## src/hw/rtl/tsnb_ram.sv

```systemverilog
// generic single write, single read ram with registered read
`timescale 1ns / 1ps
`default_nettype none
module tsnb_ram #(
	parameter int WIDTH = 8,
	parameter int DEPTH = 16
) (
	input  wire logic                     clk,
	input  wire logic                     we,
	input  wire logic [$clog2(DEPTH)-1:0] waddr,
	input  wire logic [WIDTH-1:0]         wdata,
	input  wire logic                     re,
	input  wire logic [$clog2(DEPTH)-1:0] raddr,
	output logic      [WIDTH-1:0]         rdata
);
	logic [WIDTH-1:0] mem_q [DEPTH];

	always_ff @(posedge clk) begin
		if (we) begin
			mem_q[waddr] <= wdata;
		end
		if (re) begin
			rdata <= mem_q[raddr];
		end
	end
endmodule
`default_nettype wire

```

## config.mk

```make
export PLATFORM = sky130hd
export DESIGN_NAME = tsnb_ram
export DESIGN_NICKNAME = d
export VERILOG_FILES = /design/src/hw/rtl/tsnb_ram.sv
export SDC_FILE = /design/constraint.sdc
export NUM_CORES = 1
export LEC_CHECK = 0
export ABC_AREA = 1
export BUFFER_PORTS_ARGS = -buffer_cell sky130_fd_sc_hd__buf_2
export CAP_MARGIN = 20
export CORE_MARGIN = 1
export CORE_UTILIZATION = 50
export DETAILED_ROUTE_END_ITERATION = 10
export GPL_ROUTABILITY_DRIVEN = 1
export PLACE_DENSITY = 0.68
export SETUP_SLACK_MARGIN = 0.05
export SYNTH_ARGS = -nofsm -noshare
export SYNTH_HDL_FRONTEND = slang
export SYNTH_SLANG_ARGS = --single-unit
export TNS_END_PERCENT = 5
```

## constraint.sdc

```tcl
create_clock -name clk -period 1.43 [get_ports clk]
set_input_delay 0.3575 -clock clk [delete_from_list [all_inputs] [get_ports clk]]
set_output_delay 0.3575 -clock clk [all_outputs]
set_load 0.05 [all_outputs]
```

Yosys cells after proc, flatten, opt, wreduce, memory -nomap -nowiden
Memory sizes are Yosys's and may differ from the RTL's. A register that Yosys moved wholly into a read port is not among the register bits.
Cells that the tools add are included.

operators by class
  muxes and demuxes = 2

operators by type and width
  operator  number
  $mux W1   2

storage, ports and cells
  flip-flop bits (word level) = 0
  RAM bits = 128
  input port bits = 19
  output and inout bits = 8
  word-level logic and storage cells = 3
  memories kept = 1

memory list
  name   words  width  rd ports  clocked after Yosys merged registers in  write ports  line  source
  mem_q  16     8      1         1                                        1            16    logic [WIDTH-1:0] mem_q [DEPTH];

Depth between registers and ports, before layout
  word-level depth = 2
  mapped depth = 8
  mapped depth without buffers = 7

Worst setup path before layout
OpenSTA, ideal clock, no wires.

  kind = input to register
  start point = in waddr[2]
  end point = mem mem_q[10][0] (enable)
  library setup time = 0.370 ns
  data arrival time = 0.938 ns
  required time = 1.060 ns
  path slack = 0.122 ns
  cell stages on the path = 2
  path through = nand3b_1 > nor2_1

RTL lines
  element          line  source
  start, declared  10    input wire logic [$clog2(DEPTH)-1:0] waddr,
  end, declared    16

No word-level cell before the write port.

Worst setup path in the final report
  start point = reg rdata[4] (read register of mem_q)
  end point = out rdata[4]

RTL lines
  element          line  source
  start, declared  14    output logic [WIDTH-1:0] rdata

No word-level cell between the ends.

==> flow_summary.ini <==
[run_status]
status = finished clean

[timing]
finalSetupViolCount = 0
period_share_pct = 96.0
timing.fmax_mhz = 729
hold_viol = 0
worst_slew_pin_slew_ns = 0.626
period_minus_slack_ns = 1.37
rsz0062_at_grt = yes
drv_slew = 0
relSlewSlack_pct = 58.2
skew_ns = 0.00809

[worst_setup_path]
cp_num_buf_inv = 1
required_ns = 1.07
crit_slowest_cell = edfxtp_1
crit_path_cell_trace = buf_6
crit_path_end_kind = output pin
crit_fanout = 1
slowest_delay_ns = 0.42
cp-start-kind = flop
crit_family = flip-flops
worst-setup-path-type = reg -> out
worst-endpoint-arrival_ns = 1.02

[final_layout]
drive_gt1_share_pct = 13.3
syn2layout_area_growth_pct = 17.8
final_nets = 615
fillers = 933
n_antenna_cell = 0
layout_common_cells = nand2_1 (173), edfxtp_1 (136), inv_1 (100)
layout_commonest_cell = nand2_1
final_core_util_pct = 60.3

[route]
drt_iter0_drc = 361
drt_first_pass_iters = 5
drc_errors = 0
routed-via-count = 3829
drtAntennaViolNets = 0
wl_per_cell_um = 17.0
vias_per_cell = 5.09
routed_wl_mm = 12.8

[clock_network]
clock_latency_ns = 0.41
cts_max_level = 4
clk_path_buf_depth = 2
cts.root.buffer_cell = clkbuf_16
cts_tree = yes
clk_pin_slew_ns = 0.06
post_cts_buffers = 0
numCtsBuffers = 17
numClockSinks = 136
holdBufCountCts = 0

[yosys]
synth_cells = 551
yosys_warnings = 0
synthesis.nets = 570
synth-seq-cells = 136
netlist_area_sq_um = 5850
avgSynthCellArea_sq_um = 10.6
ys_seq_area_share_pct = 69.8
synth_cell_types = 11

[hold_path]
hp-class = in -> reg

[global_route]
globalRouteOverflowTotal = 0
grt_max_degree = 62
grt_pass1_wl_mm = 20.0
gr-usage-all-layers_pct = 23.8
antenna_found_initial = 0
grt_pass1_vias = 3654

[power_and_ir_drop]
leakage_nw = 2.98
vdd_drop_max_mv = 0.766
power.total_mw = 9.63
power.density_nw_per_um2 = 1400

[floorplan]
die_y_um = 110
io_pins = 27
die_area_sq_um = 12100
core_area_sq_um = 11400
rows = 39
initial_core_util_pct = 51.2
die_w_um = 110

[placed_design]
port_buffers = 26
place_congestion = 0.785
hpwlAfterDp_mm = 7.74

[run]
cap_violations = 0
-- flip-flops by register name, summed over array words and instances, names as in the netlist --
name   flops
mem_q    128
rdata      8
-- cell usage after synthesis --
library cell | count | area, sq um
buf_2 | 13 | 65.1
nor2_1 | 17 | 63.8
nand3_1 | 97 | 485
inv_2 | 2 | 7.51
edfxtp_1 | 136 | 4080
inv_1 | 100 | 375
nand3b_1 | 2 | 15.0
buf_4 | 4 | 30.0
buf_1 | 1 | 3.75
nand2_1 | 173 | 649
buf_6 | 6 | 67.6
-- cell families after synthesis --
| logic type | Yosys count | synth area share, % |
|---|---|---|
| and+or+nand+nor | 289 | 20.8 |
| buffers and inverters | 126 | 9.39 |
| DFF | 136 | 69.8 |
-- area by class of cell --
type                            count  area, sq um  area share [%]
Inverter                          102          383            5.56
Clock inverter                     13          179            2.60
Sequential cell                   136         4080            59.3
Clock buffer                       19          433            6.29
Timing Repair Buffer               50          415            6.03
Tap cell                          143          179            2.60
Multi-Input combinational cell    289         1210            17.6
-- power by group --
| part | internal (mW) | switching, mW | leakage [nW] |
|---|---|---|---|
| registers | 4.49 | 0.0302 | 1.24 |
| clock network | 2.90 | 1.57 | 0.290 |
| logic | 0.195 | 0.444 | 1.46 |
-- repair_timing --
action	4_1_cts	5_1_grt
pin swaps	0	0
setup endpoints to repair	8	8
resized for setup	7	10
-- stage by stage --
step | TNS [ns] | std cells | hold slack, ns | cell area (sq um) | worst slack (ns)
after floorplan | 0 | 551 | 0.456 | 5850 | 0.122
after global placement | -1.01 | 720 | 0.716 | 6230 | -0.182
after detailed placement | -1.02 | 720 | 0.725 | 6230 | -0.199
after CTS | 0 | 752 | 0.288 | 6860 | 0.0326
after global routing | 0 | 752 | 0.290 | 6890 | 0.0347
final | 0 | 752 | 0.302 | 6890 | 0.0574
-- worst paths after layout --
kind         cells past startpoint  slack, ns            endpoint                    from
max                              1       0.06            rdata[4]      rdata[4]$_DFFE_PP_
min                              1       0.30  rdata[5]$_DFFE_PP_                      re
max reg2reg                      6       0.28  rdata[0]$_DFFE_PP_   mem_q[7][0]$_DFFE_PP_
min reg2reg                      6       0.74  rdata[7]$_DFFE_PP_  mem_q[10][7]$_DFFE_PP_
-- per-layer routing --
metal / share of wire [%] / vias up / GRT usage [%]
li1: - / 1869 / -
met1: 43 / 1771 / 33.5
met2: 47 / 167 / 35.9
met3: 7.9 / 22 / 5.47
met4: 1.9 / 0 / 9.77
met5: 0 / - / 0
No activity file was read; power rests on OpenSTA's default activity.
