[config.mk]
export PLATFORM = sky130hd
export DESIGN_NAME = tsnb_addr
export DESIGN_NICKNAME = d
export VERILOG_FILES = /design/src/hw/rtl/tsnb_pkg.sv /design/src/hw/rtl/tsnb_addr.sv
export SDC_FILE = /design/constraint.sdc
export NUM_CORES = 1
export LEC_CHECK = 0
export BUFFER_PORTS_ARGS = -buffer_cell sky130_fd_sc_hd__buf_2
export CAP_MARGIN = 20
export CORE_MARGIN = 8
export CORE_UTILIZATION = 54
export DETAILED_ROUTE_END_ITERATION = 8
export MAX_ROUTING_LAYER = met4
export PLACE_DENSITY = 0.78
export SYNTH_ARGS = -nofsm -noshare
export SYNTH_HDL_FRONTEND = slang
export SYNTH_SLANG_ARGS = --single-unit
[constraint.sdc]
create_clock -name clk -period 6 [get_ports clk]
set_input_delay 0.6 -clock clk [delete_from_list [all_inputs] [get_ports clk]]
set_output_delay 0.6 -clock clk [all_outputs]
set_load 0.01 [all_outputs]
[src/hw/rtl/tsnb_pkg.sv]
// shared constants, types and functions of the texture sampler
`timescale 1ns / 1ps
`default_nettype none
package tsnb_pkg;
	localparam int MAX_WIDTH = 64;
	localparam int MAX_HEIGHT = 64;
	localparam int STORE_DEPTH = 4096;
	localparam int FRAC_BITS = 16;
	localparam int ADDR_W = $clog2(STORE_DEPTH);
	localparam int IDX_W = 12;
	localparam int SIZE_W = 7;
	localparam int X_W = $clog2(MAX_WIDTH) > 0 ? $clog2(MAX_WIDTH) : 1;
	localparam int Y_W = $clog2(MAX_HEIGHT) > 0 ? $clog2(MAX_HEIGHT) : 1;
	localparam int CH_W = 17;
	localparam int WORD_W = 34;
	localparam int OPAQUE_B = 32;
	localparam int BLANK_B = 33;
	localparam int FRAC_ONE = 1 << FRAC_BITS;
	localparam int FRAC_HALF = 1 << (FRAC_BITS - 1);
	localparam int ONE_OUT = 65536;
	localparam int ACC_W = CH_W + FRAC_BITS + 2;

	typedef logic [CH_W-1:0] chan_t;
	typedef logic [WORD_W-1:0] word_t;
	typedef logic [FRAC_BITS-1:0] frac_t;
	typedef logic [3:0][CH_W-1:0] rgba_t;

	typedef enum logic {
		CMD_WRITE  = 1'b0,
		CMD_SAMPLE = 1'b1
	} cmd_t;

	typedef enum logic [1:0] {
		REG_WIDTH    = 2'd0,
		REG_HEIGHT   = 2'd1,
		REG_CHANNELS = 2'd2,
		REG_FILTER   = 2'd3
	} reg_idx_t;

	typedef enum logic {
		FILT_NEAREST  = 1'b0,
		FILT_BILINEAR = 1'b1
	} filt_t;

	typedef struct packed {
		logic valid;
		logic sample;
		logic blank;
	} tsnb_ctl_t;

	// word layout: r,g,b,a bytes, then alpha-is-one flag, then blank flag
	function automatic word_t pack_texel(logic [2:0] cc, logic [7:0] b0, logic [7:0] b1,
			logic [7:0] b2, logic [7:0] b3);
		word_t w;
		w = '0;
		unique case (cc)
			3'd1: begin
				w[31:0] = {8'd0, b0, b0, b0};
				w[OPAQUE_B] = 1'b1;
			end
			3'd2: w[31:0] = {b1, b0, b0, b0};
			3'd3: begin
				w[31:0] = {8'd0, b2, b1, b0};
				w[OPAQUE_B] = 1'b1;
			end
			3'd4: w[31:0] = {b3, b2, b1, b0};
			default: w[BLANK_B] = 1'b1;
		endcase
		return w;
	endfunction

	function automatic rgba_t unpack_texel(word_t w);
		rgba_t c;
		for (int k = 0; k < 4; k++) begin
			c[k] = w[BLANK_B] ? '0 : {1'b0, w[8*k +: 8], 8'h80};
		end
		if (!w[BLANK_B] && w[OPAQUE_B]) begin
			c[3] = CH_W'(ONE_OUT);
		end
		return c;
	endfunction

	function automatic chan_t blend(chan_t lo, chan_t hi, frac_t f);
		logic [FRAC_BITS:0] g;
		logic [ACC_W-1:0] acc;
		g = (FRAC_BITS+1)'(FRAC_ONE) - (FRAC_BITS+1)'(f);
		acc = ACC_W'(lo) * ACC_W'(g) + ACC_W'(hi) * ACC_W'(f) + ACC_W'(FRAC_HALF);
		return CH_W'(acc >> FRAC_BITS);
	endfunction
endpackage
`default_nettype wire

[src/hw/rtl/tsnb_addr.sv]
// front stages: item capture, coordinate scaling and texel address generation
`timescale 1ns / 1ps
`default_nettype none
module tsnb_addr import tsnb_pkg::*; (
	input  wire logic                   clk,
	input  wire logic                   arst_n,
	input  wire logic                   adv,
	input  wire logic                   take,
	input  wire logic                   cmd,
	input  wire logic [IDX_W-1:0]       texel_index,
	input  wire logic [7:0]             byte0,
	input  wire logic [7:0]             byte1,
	input  wire logic [7:0]             byte2,
	input  wire logic [7:0]             byte3,
	input  wire logic signed [31:0]     coord_s,
	input  wire logic signed [31:0]     coord_t,
	input  wire logic [SIZE_W-1:0]      w,
	input  wire logic [SIZE_W-1:0]      h,
	input  wire logic [2:0]             channel_count,
	input  wire filt_t                  mode,
	input  wire logic                   loaded,
	output tsnb_ctl_t                   ctl_s3,
	output logic [IDX_W-1:0]            idx_s3,
	output word_t                       word_s3,
	output logic [3:0][ADDR_W-1:0]      raddr_s3,
	output frac_t                       fx_s3,
	output frac_t                       fy_s3
);
	localparam int PW = FRAC_BITS + 1 + SIZE_W;

	tsnb_ctl_t ctl_s1, ctl_s2;
	logic [IDX_W-1:0] idx_s1, idx_s2;
	word_t word_s1, word_s2;
	frac_t fs_s1, ft_s1;
	logic [X_W-1:0] x0_s2;
	logic [Y_W-1:0] y0_s2;
	frac_t fx_s2, fy_s2;

	logic [FRAC_BITS:0] ft_inv;
	logic [SIZE_W-1:0] opx, opy;
	logic [FRAC_BITS:0] fty;
	logic [PW-1:0] rnd, px, py;
	logic [X_W-1:0] x0_c;
	logic [Y_W-1:0] y0_c;
	frac_t fx_c, fy_c;
	logic [X_W:0] xi;
	logic [Y_W:0] yi;
	logic [X_W-1:0] x1_c;
	logic [Y_W-1:0] y1_c;

	function automatic logic [ADDR_W-1:0] flat(logic [X_W-1:0] x, logic [Y_W-1:0] y,
			logic [SIZE_W-1:0] wd);
		logic [Y_W+SIZE_W-1:0] p;
		p = (Y_W+SIZE_W)'(y) * (Y_W+SIZE_W)'(wd);
		return ADDR_W'(p) + ADDR_W'(x);
	endfunction

	// scaling: nearest uses size-1 with rounding and flips t, bilinear uses size
	always_comb begin
		ft_inv = (FRAC_BITS+1)'(FRAC_ONE) - (FRAC_BITS+1)'(ft_s1);
		if (mode == FILT_NEAREST) begin
			opx = w - SIZE_W'(1);
			opy = h - SIZE_W'(1);
			fty = ft_inv;
			rnd = PW'(FRAC_HALF);
		end else begin
			opx = w;
			opy = h;
			fty = (FRAC_BITS+1)'(ft_s1);
			rnd = '0;
		end
		px = PW'(fs_s1) * PW'(opx) + rnd;
		py = PW'(fty) * PW'(opy) + rnd;
		x0_c = px[FRAC_BITS +: X_W];
		y0_c = py[FRAC_BITS +: Y_W];
		fx_c = (mode == FILT_NEAREST) ? '0 : px[FRAC_BITS-1:0];
		fy_c = (mode == FILT_NEAREST) ? '0 : py[FRAC_BITS-1:0];
	end

	// upper neighbors wrap to zero at the edge
	always_comb begin
		xi = (X_W+1)'(x0_s2) + (X_W+1)'(1);
		yi = (Y_W+1)'(y0_s2) + (Y_W+1)'(1);
		if (fx_s2 == '0) begin
			x1_c = x0_s2;
		end else if (SIZE_W'(xi) >= w) begin
			x1_c = '0;
		end else begin
			x1_c = xi[X_W-1:0];
		end
		if (fy_s2 == '0) begin
			y1_c = y0_s2;
		end else if (SIZE_W'(yi) >= h) begin
			y1_c = '0;
		end else begin
			y1_c = yi[Y_W-1:0];
		end
	end

	always_ff @(posedge clk or negedge arst_n) begin
		if (!arst_n) begin
			ctl_s1 <= '0;
			ctl_s2 <= '0;
			ctl_s3 <= '0;
		end else if (adv) begin
			ctl_s1 <= '{valid: take, sample: (cmd == CMD_SAMPLE), blank: !loaded};
			ctl_s2 <= ctl_s1;
			ctl_s3 <= ctl_s2;
		end
	end

	always_ff @(posedge clk) begin
		if (adv) begin
			idx_s1 <= texel_index;
			word_s1 <= pack_texel(channel_count, byte0, byte1, byte2, byte3);
			fs_s1 <= coord_s[FRAC_BITS-1:0];
			ft_s1 <= coord_t[FRAC_BITS-1:0];

			idx_s2 <= idx_s1;
			word_s2 <= word_s1;
			x0_s2 <= x0_c;
			y0_s2 <= y0_c;
			fx_s2 <= fx_c;
			fy_s2 <= fy_c;

			idx_s3 <= idx_s2;
			word_s3 <= word_s2;
			raddr_s3[0] <= flat(x0_s2, y0_s2, w);
			raddr_s3[1] <= flat(x1_c, y0_s2, w);
			raddr_s3[2] <= flat(x0_s2, y1_c, w);
			raddr_s3[3] <= flat(x1_c, y1_c, w);
			fx_s3 <= fx_s2;
			fy_s3 <= fy_s2;
		end
	end
endmodule
`default_nettype wire

-- Yosys cells after proc, flatten, opt, wreduce, memory -nomap -nowiden
Index checks and enable logic that the tools add are counted.
- $mul: 4
- multiplexer cells: 11
- reduce and logical (&&, ||, !) cells: 5
- equality and inequality tests: 4
- $add $sub $neg: 11
- order comparisons: 2
- operators with widths (kind ; count):
    32-bit case mux with 4 select lines ; 1
    12-bit by 6-bit adder with 12-bit output ; 4
    22-bit adder ; 2
    16-bit zero test ; 2
    6-bit by 7-bit multiplier with 12-bit output ; 2
    6-bit 2-to-1 mux ; 4
    16-bit by 7-bit multiplier with 22-bit output ; 1
    17-bit by 7-bit multiplier with 22-bit output ; 1
    17-bit 2-to-1 mux ; 1
    17-bit by 16-bit subtractor with 17-bit output (first input constant) ; 1
    16-bit 2-to-1 mux ; 1
    6-bit by 1-bit adder with 7-bit output (second input constant) ; 2
    7-bit greater-or-equal comparator ; 2
    7-bit 2-to-1 mux ; 2
    7-bit by 1-bit subtractor with 7-bit output (second input constant) ; 2
    3-bit by 2-bit == test with 1-bit output (second input constant) ; 2
    4-bit OR reduction ; 1
    3-bit by 1-bit == test with 1-bit output (second input constant) ; 1
    3-bit == test (second input constant) ; 1
    1-bit 2-to-1 mux ; 2
    2-bit OR reduction ; 1
    1-bit zero test ; 1
- logic and storage cells: 64
- bits of input ports: 132
- output and inout bits: 129
- register bits: 303

-- Logic depth before layout (Yosys ltp)
Gate-level depths: netlist of run 1.
- word-level depth: 6
- gate-level depth with buffers: 25
- depth with buffers taken out: 24

-- Worst setup path after synthesis of run 1
No wires, ideal clock.
- kind: reg2reg
- start point: reg y0_s2[0]
- end point: reg raddr_s3[35] (netlist bit), data pin
- cell stages (with the launch flop): 23
- required time: 5.736 ns
- period minus slack after synthesis: 5.888 ns
- path buffers: 1
- data arrival time: 5.623 ns
- setup time: 0.264 ns
- setup slack: 0.112 ns
- cell sequence: edfxtp_1 > buf_2 > and3_1 > nand3_1 > xnor2_1 > ha_1 > a211oi_1 > o21ai_0 > a31oi_1 > nand2_1 > o21ai_0 > nand2_1 > fa_1 > fa_1 > fa_1 > inv_1 > ha_1 > a21oi_2 > xnor2_4 > inv_2 > or4_1 > nor3_1 > xnor2_1
- cells in the longest elaborated chain, start to end: 6
- RTL lines (item ; line ; text):
    start: declaration ; tsnb_addr.sv:36 ; logic [Y_W-1:0] y0_s2;
    start signal: assignment ; tsnb_addr.sv:122 ; y0_s2 <= y0_c;
    6-bit by 1-bit adder with 7-bit output ; tsnb_addr.sv:83 ; yi = (Y_W+1)'(y0_s2) + (Y_W+1)'(1);
    7-bit greater-or-equal comparator ; tsnb_addr.sv:93 ; end else if (SIZE_W'(yi) >= h) begin
    6-bit 2-to-1 mux ; tsnb_addr.sv:93 ;
    6-bit 2-to-1 mux (*) ; tsnb_addr.sv:91 ; if (fy_s2 == '0) begin
    6-bit by 7-bit multiplier with 12-bit output (*) ; tsnb_addr.sv:54 ; p = (Y_W+SIZE_W)'(y) * (Y_W+SIZE_W)'(wd);
    12-bit by 6-bit adder with 12-bit output (*) ; tsnb_addr.sv:55 ; return ADDR_W'(p) + ADDR_W'(x);
    end: declaration ; tsnb_addr.sv:25 ; output logic [3:0][ADDR_W-1:0] raddr_s3,
Every way passes the cells marked *; elsewhere a longest branch is shown, timed or not.
A chain may end at the register's enable or synchronous reset.

-- Final worst setup path of run 1
- start point: reg y0_s2[0]
- end point: reg raddr_s3[31] (netlist bit), data pin
The elaborated chain is that of the path after synthesis.

==> results of run 1 <==
[worst max path at each step]
stage                     depth (start not counted)  slack [ps]  startpoint      endpoint
after global routing                             24         -80    y0_s2[0]  raddr_s3[34]
after global placement                           22          30        h[0]  raddr_s3[35]
after floorplan                                  22         110    y0_s2[0]  raddr_s3[35]
final                                            22         300    y0_s2[0]  raddr_s3[31]
after CTS                                        23           8    y0_s2[0]  raddr_s3[35]
after detailed placement                         23         -80    y0_s2[0]  raddr_s3[35]
[area by class of cell]
class | count | area (um2) | area share
antenna | 11 | 27.5 | 0.00107
clock buffer | 41 | 918 | 0.0357
clock inverter | 22 | 215 | 0.00836
inverter | 227 | 852 | 0.0331
multi-input combinational | 1360 | 12200 | 0.474
sequential | 303 | 9050 | 0.352
tap | 532 | 666 | 0.0259
timing repair buffer | 308 | 1790 | 0.0696
[worst reg2reg max path: stages, from the launching register on]
cell and delay (ps):
edfxtp_1 420, and3_1 170, nand3_1 110, xnor2_2 230, ha_1 280, a211oi_2 180
o21ai_1 90, a31oi_1 140, buf_4 170, nor2b_4 190, o2bb2ai_4 160, and2_4 170
fa_1 380, ha_1 330, fa_1 570, inv_1 70, fa_2 550, inv_1 50
ha_1 330, nor3_1 70, or4_4 510, buf_4 160, xnor2_1 110
[cell families after synthesis]
kind of cell             Yosys count  synth area share
XOR/XNOR                         136            0.0558
buffers and inverters            278            0.0484
adder cells (fa/ha/maj)          369             0.273
AND/OR/NAND/NOR                  621             0.139
AO/OA/AOI/OAI                    219            0.0665
flip-flops                       303             0.410
multiplexers                      15           0.00736
[what timing repair did]
item / CTS / global route
hold buffers: 1 / 0
pin swaps: 0 / 12
endpoints found under the hold margin: 9 / 0
gates resized for setup: 2 / 42
setup buffers: 0 / 2
setup endpoints to repair: 5 / 15
[flip-flops by register name (all words and copies together), names as in the netlist, 6 cells and up]
name      flops
raddr_s3     48
word_s2      34
idx_s2       12
fs_s1        16
y0_s2         6
fx_s3        16
word_s3      34
ft_s1        16
word_s1      34
idx_s3       12
x0_s2         6
fx_s2        16
fy_s2        16
idx_s1       12
fy_s3        16
[metrics by stage]
step	worst slack, ps	hold WS (ps)
finish	299	223
global route	-77.3	196
CTS	7.65	183
detailed placement	-77.2	405
global placement	31.8	400
floorplan	112	304
[synth_stat cells (all sizes together) (3+ instances only)]
master	instances	area share
nor3b	3	0.0012
or2	6	0.0017
and3	5	0.0014
buf	6	0.0022
nor2b	50	0.014
nand2	192	0.033
nor3	16	0.0041
o21ai	50	0.011
xor2	39	0.015
o31a	3	0.0012
nand3	21	0.0050
xnor2	97	0.040
o31ai	3	0.0010
ha	180	0.10
mux2	10	0.0051
mux2i	5	0.0023
o21a	13	0.0044
o211a	3	0.0014
or3	5	0.0014
a211oi	9	0.0033
fa	189	0.17
nor4	18	0.0067
nand2b	40	0.011
clkbuf	45	0.0076
a21oi	50	0.012
or4	6	0.0024
a22oi	24	0.0082
and4	3	0.0012
nor2	154	0.026
nand4	5	0.0017
a31oi	6	0.0017
o21bai	10	0.0034
and2	91	0.026
edfxtp	294	0.40
inv	227	0.039
a21o	24	0.0082
a31o	3	0.0012
dfrtp	9	0.010
[metal layers]
layer  track usage  vias to the layer above  routed length [um]  share of wire
met5             -                        -                   0              0
met1         0.245                     7306               19400           0.40
met4        0.0667                        0                1210          0.025
met3        0.0570                       72                4100          0.085
met2         0.351                      438               23600           0.49
li1              -                     7130                   -              -
==> qor.yml, run 1 <==
status:
  run_status: "finished clean"
worst_hold_path:
  min-delay-path-class: "input port to flop"
  whs_endpoint: "idx_s1[5]"
  worst_min_delay_path_startpoint: "texel_index[5]"
  hold_path_cells: 1
die:
  die_w_um: 218
  total_core_area_mm2: 0.0406
  floorplan.initialDensity: 0.544
  placement_row_count: 74
  floorplan.io_pins: 261
  floorplan.die.height_um: 218
  design.die.area_mm2: 0.0477
logic_synthesis:
  synth_sequential_area_ratio: 0.410
  post_synthesis_instance_area_mm2: 0.0221
  synth-edff-count: 294
  ys_async_sr_fraction: 0.0297
  yosys_register_bits: 303
  avgSynthCellArea_um2: 11.4
  synth_fp_nets: 2442
  synth.lib_cells_used.distinct: 70
  postSynthCellCount: 1941
  synth_ff_type: "edfxtp_1"
  yosysWarnings: 0
placed_design:
  io_buffer_count: 228
  post_dp_hpwl_um: 38700
  dpl_cell_area_mm2: 0.0243
  globalplace.congestion: 0.977
  dpl.cell_count: 2727
finish:
  postLayoutCellArea_mm2: 0.0257
  final_core_util: 0.633
  mostFrequentLayoutCells: "edfxtp_1 (294), buf_2 (227), inv_1 (226)"
  final_layout_size_suffix_gt1_frac: 0.193
  layoutNonFillerInstCount: 2804
  area_growth_syn_to_layout_pct: 16.4
  nNetsFinal: 2736
  mostFrequentLayoutCell: "edfxtp_1"
  final.fill_count: 3189
timing:
  number_of_setup_violations_in_the_final_report: 0
  maxClockFrequency_mhz: 175
  slew_violations: 0
  worst_slew_margin_rel: 0.287
  final_hold_viol_count: 0
  worst_slew_pin_slew_ps: 1070
  final.setup.tns_ps: 0
  layout_worst_path_cycle_share: 0.950
  final.min_clock_period_ps: 5700
  fin_worst_skew_ps: 18.3
routing:
  routed-via-count: 14946
  first_iter_violations: 858
  drt-vias-per-instance: 5.33
  wl_per_cell_um: 17.2
  firstDrtPassIters: 5
  finalWirelength_um: 48400
  postRouteAntennaNets: 0
  remaining_drc_errors: 0
clock_network:
  cts_inserted_buffers: 35
  worst_setup_hold_path_clk_slew_ps: 60
  cts-root-to-sink-buffers: 3
  tritoncts: "done"
  cts_root_buffer: "clkbuf_16"
  cts_max_level: 2
  tritoncts_num_sinks: 303
  insertion_delay_ps: 550
global_route:
  overflow: 0
  grt_pass1_wl_um: 78600
  track_usage: 0.210
  number_of_global_route_vias_before_repair: 15846
  grt_max_degree: 116
  grt_antenna_before_repair: 10
critical_path:
  rr_startpoint: "y0_s2[0]"
  timing.critical_path.to_type: "flop"
  critical_path_peak_fanout: 7
  r2r.worst_path.cells: 22
  most_used_cell_cp: "ha_1"
  worst-endpoint-required_ps: 6300
  worstPathCellList: "and3_1, nand3_1, xnor2_2, ha_1, a211oi_2, o21ai_1, a31oi_1, buf_4, nor2b_4, o2bb2ai_4, and2_4, fa_1, ha_1, fa_1, inv_1, fa_2, inv_1, ha_1, nor3_1, or4_4, buf_4, xnor2_1"
  timing.critical_path.buf_inv: 4
  cpLargestDelayFamily: "adder cells"
  worst_path_max_delay_cell: "fa_1"
  setup.worst_path.class: "flop to flop"
  critPathLaunchType: "flop"
  crit_arrival_ps: 6000
  regToRegEndpoint: "raddr_s3[31]"
  worst_path_largest_cell_delay_ps: 570
  ff2ff_setup_slack_ps: 300
job:
  cap_viol_max_count: 0
Power of run 1 is not shown: default switching activity piles up to over one toggle a cycle in this logic, so the estimate is an artifact.
==> inputs of run 2 (changes only) <==
Settings changed: ABC_AREA set to 1.
==> run 2 against run 1 <==
Worst hold slack better by 1.7 ps. Area after synthesis is 0.53% higher. Synthesized cell count increased by 15%. Count of clock-buffer cells in the layout shrank 1. Highest routed layer unchanged. Critical endpoint is now raddr_s3[33].
==> qor.yml, run 2 <==
routing:
  first_iter_violations: 1159  # was 858
  wl_per_cell_um: 16.1  # was 17.2 um
  drt-vias-per-instance: 5.21  # was 5.33
  routed-via-count: 16193  # was 14.9k
  firstDrtPassIters: 7  # was 5
  remaining_drc_errors: 0  # unchanged
  postRouteAntennaNets: 0  # unchanged
  finalWirelength_um: 50100  # was 48400 um
finish:
  area_growth_syn_to_layout_pct: 15.9  # was 16.4%
  mostFrequentLayoutCells: "nand2_1 (444), inv_1 (403), edfxtp_1 (294)"  # was edfxtp_1 (294), buf_2 (227), inv_1 (226)
  mostFrequentLayoutCell: "nand2_1"  # was edfxtp_1
  final_layout_size_suffix_gt1_frac: 0.163  # was 0.193
  final_core_util: 0.632  # was 0.633
  layoutNonFillerInstCount: 3111  # was 2804
  nNetsFinal: 3049  # was 2736
  final.fill_count: 3251  # was 3189
  largest_register_ff_count: 48  # unchanged
  largest_register: "raddr_s3"  # unchanged
worst_hold_path:
  min-delay-path-class: "input port to flop"  # unchanged
timing:
  final.min_clock_period_ps: 5720  # was 5700 ps
  slew_violations: 0  # unchanged
  fin_worst_skew_ps: 16.3  # was 18.3 ps
  layout_worst_path_cycle_share: 0.953  # was 0.950
  maxClockFrequency_mhz: 175  # about the same
  hold_ws_ps: 224  # was 223 ps
  final_hold_viol_count: 0  # unchanged
  worst_slew_margin_rel: 0.415  # was 0.287
  worst_slew_pin_slew_ps: 878  # was 1070 ps
  number_of_setup_violations_in_the_final_report: 0  # unchanged
placed_design:
  post_dp_hpwl_um: 40100  # was 38700 um
  globalplace.congestion: 0.905  # was 0.977
  io_buffer_count: 228  # unchanged
  dpl.cell_count: 3036  # was 2727
critical_path:
  ff2ff_setup_slack_ps: 280  # was 300 ps
  critical_path_peak_fanout: 5  # was 7
  worst_path_max_delay_cell: "fa_1"  # unchanged
  worst_path_largest_cell_delay_ps: 580  # was 570 ps
  crit_arrival_ps: 6000  # about the same
  worst-endpoint-required_ps: 6280  # was 6300 ps
  r2r.worst_path.cells: 25  # was 22
  timing.critical_path.to_type: "flop"  # unchanged
  setup.worst_path.class: "flop to flop"  # unchanged
  critPathLaunchType: "flop"  # unchanged
  cp.depth: 25  # was 22
  rr_startpoint: "y0_s2[0]"  # unchanged
  timing.critical_path.buf_inv: 3  # was 4
  timing.critical_path.from: "y0_s2[0]"  # unchanged
  cpLargestDelayFamily: "adder cells"  # unchanged
  cp-endpoint: "raddr_s3[33]"  # was raddr_s3[31]
  regToRegEndpoint: "raddr_s3[33]"  # was raddr_s3[31]
clock_network:
  cts_inserted_buffers: 35  # unchanged
  insertion_delay_ps: 550  # about the same
  cts_max_level: 2  # unchanged
  tritoncts: "done"  # unchanged
  worst_setup_hold_path_clk_slew_ps: 60  # about the same
  tritoncts_num_sinks: 303  # unchanged
  cts_root_buffer: "clkbuf_16"  # unchanged
  cts-root-to-sink-buffers: 3  # unchanged
logic_synthesis:
  netlist_top_cells_count: "nand2_1 (444), inv_1 (403), edfxtp_1 (294)"  # was edfxtp_1 (294), inv_1 (226), nand2_1 (192)
  synth-edff-count: 294  # unchanged
  post_synthesis_instance_area_mm2: 0.0222  # was 0.0221 mm2
  avgSynthCellArea_um2: 9.92  # was 11.4 um2
  synth_ff_type: "edfxtp_1"  # unchanged
  yosys.area.top_type_share: 0.397  # was 0.400
  yosysWarnings: 0  # unchanged
  synth_top_cell_by_area: "edfxtp_1"  # unchanged
  synth.lib_cells_used.distinct: 49  # was 70
  yosysMostFrequentCell: "nand2_1"  # was edfxtp_1
  synthTopCellsByArea: "edfxtp_1 (40%), fa_1 (17%), ha_1 (10%)"  # unchanged
  synth_fp_nets: 2740  # was 2442
  yosys_register_bits: 303  # unchanged
  ys_async_sr_fraction: 0.0297  # unchanged
  synth_sequential_area_ratio: 0.408  # was 0.410
  postSynthCellCount: 2239  # was 1941
job:
  cap_viol_max_count: 0  # unchanged
die:
  placement_row_count: 74  # unchanged
  floorplan.io_pins: 261  # unchanged
  floorplan.initialDensity: 0.545  # was 0.544
  floorplan.die.height_um: 219  # was 218 um
  die_w_um: 219  # was 218 um
  total_core_area_mm2: 0.0407  # was 0.0406 mm2
  design.die.area_mm2: 0.0479  # was 0.0477 mm2
global_route:
  number_of_global_route_vias_before_repair: 16782  # was 15.8k
  overflow: 0  # unchanged
  track_usage: 0.216  # was 0.210
  grt_pass1_wl_um: 81600  # was 78600 um
  grt_antenna_before_repair: 6  # was 10
  grt_max_degree: 115  # was 116
status:
  run_status: "finished clean"  # unchanged
==> run 2: cell count changes after synthesis, moves of 41 or more <==
cell,change
nand2_1,+252
inv_1,+177
and2_1,-86
nor2_1,+83
xnor2_1,-78
nand3_1,+55
nor2b_1,-50
a21oi_1,+41
==> run 2: per-stage QoR <==
step	worst slack, ps	TNS [ps]	area (um2)
detailed placement	88.1	0	24400
finish	285	0	25700
global placement	154	0	24400
floorplan	496	0	22200
global route	-46.8	-115	25700
CTS	34.2	0	25600
==> run 2: final cells by class <==
| class | instances | area (um2) | share of cell area |
|---|---|---|---|
| multi-input combinational | 1489 | 11500 | 0.447 |
| sequential | 303 | 9050 | 0.352 |
| timing repair buffer | 308 | 1780 | 0.0691 |
| inverter | 411 | 1550 | 0.0601 |
| clock buffer | 40 | 895 | 0.0348 |
| tap | 532 | 666 | 0.0259 |
| clock inverter | 22 | 287 | 0.0111 |
| antenna | 6 | 15.0 | 0.000583 |
==> run 2: worst min path at each step <==
stage                        to  cells past startpoint  slack, ps            from
finish                idx_s1[9]                      1        220  texel_index[9]
global route           ft_s1[4]                      1        200      coord_t[4]
CTS                    ft_s1[2]                      1        190      coord_t[2]
detailed placement  word_s2[29]                      0        400     word_s1[29]
global placement      idx_s2[9]                      0        400       idx_s1[9]
floorplan             ctl_s1[0]                      0        300          arst_n
==> run 2: repair_timing <==
action                                  4_1_cts  5_1_grt
endpoints found under the setup margin        0       11
hold buffers                                  1        0
endpoints found under the hold margin         9        0
resized for setup                             0       16
buffers inserted                              0        6
==> run 2: kinds of logic (layout without fill, tap and decap cells) <==
family | after synthesis | after routing | synth area share
AO/OA/AOI/OAI | 209 | 209 | 0.0556
XOR/XNOR | 76 | 76 | 0.0317
adder cells (fa/ha/maj) | 369 | 369 | 0.272
buffers and inverters | 447 | 781 | 0.0780
flip-flops | 303 | 303 | 0.408
other | 0 | 6 | 0
AND/OR/NAND/NOR | 835 | 835 | 0.155
==> run 2: per-layer routing <==
| layer | up-vias | part of all wire | GRT usage | wire length (um) |
|---|---|---|---|---|
| li1 | 7841 | - | - | - |
| met1 | 7776 | 0.41 | 0.260 | 20800 |
| met2 | 477 | 0.49 | 0.363 | 24700 |
| met3 | 99 | 0.064 | 0.0394 | 3220 |
| met4 | 0 | 0.029 | 0.0763 | 1480 |
| met5 | - | 0 | - | 0 |
Power of run 2 is left out for the same reason.
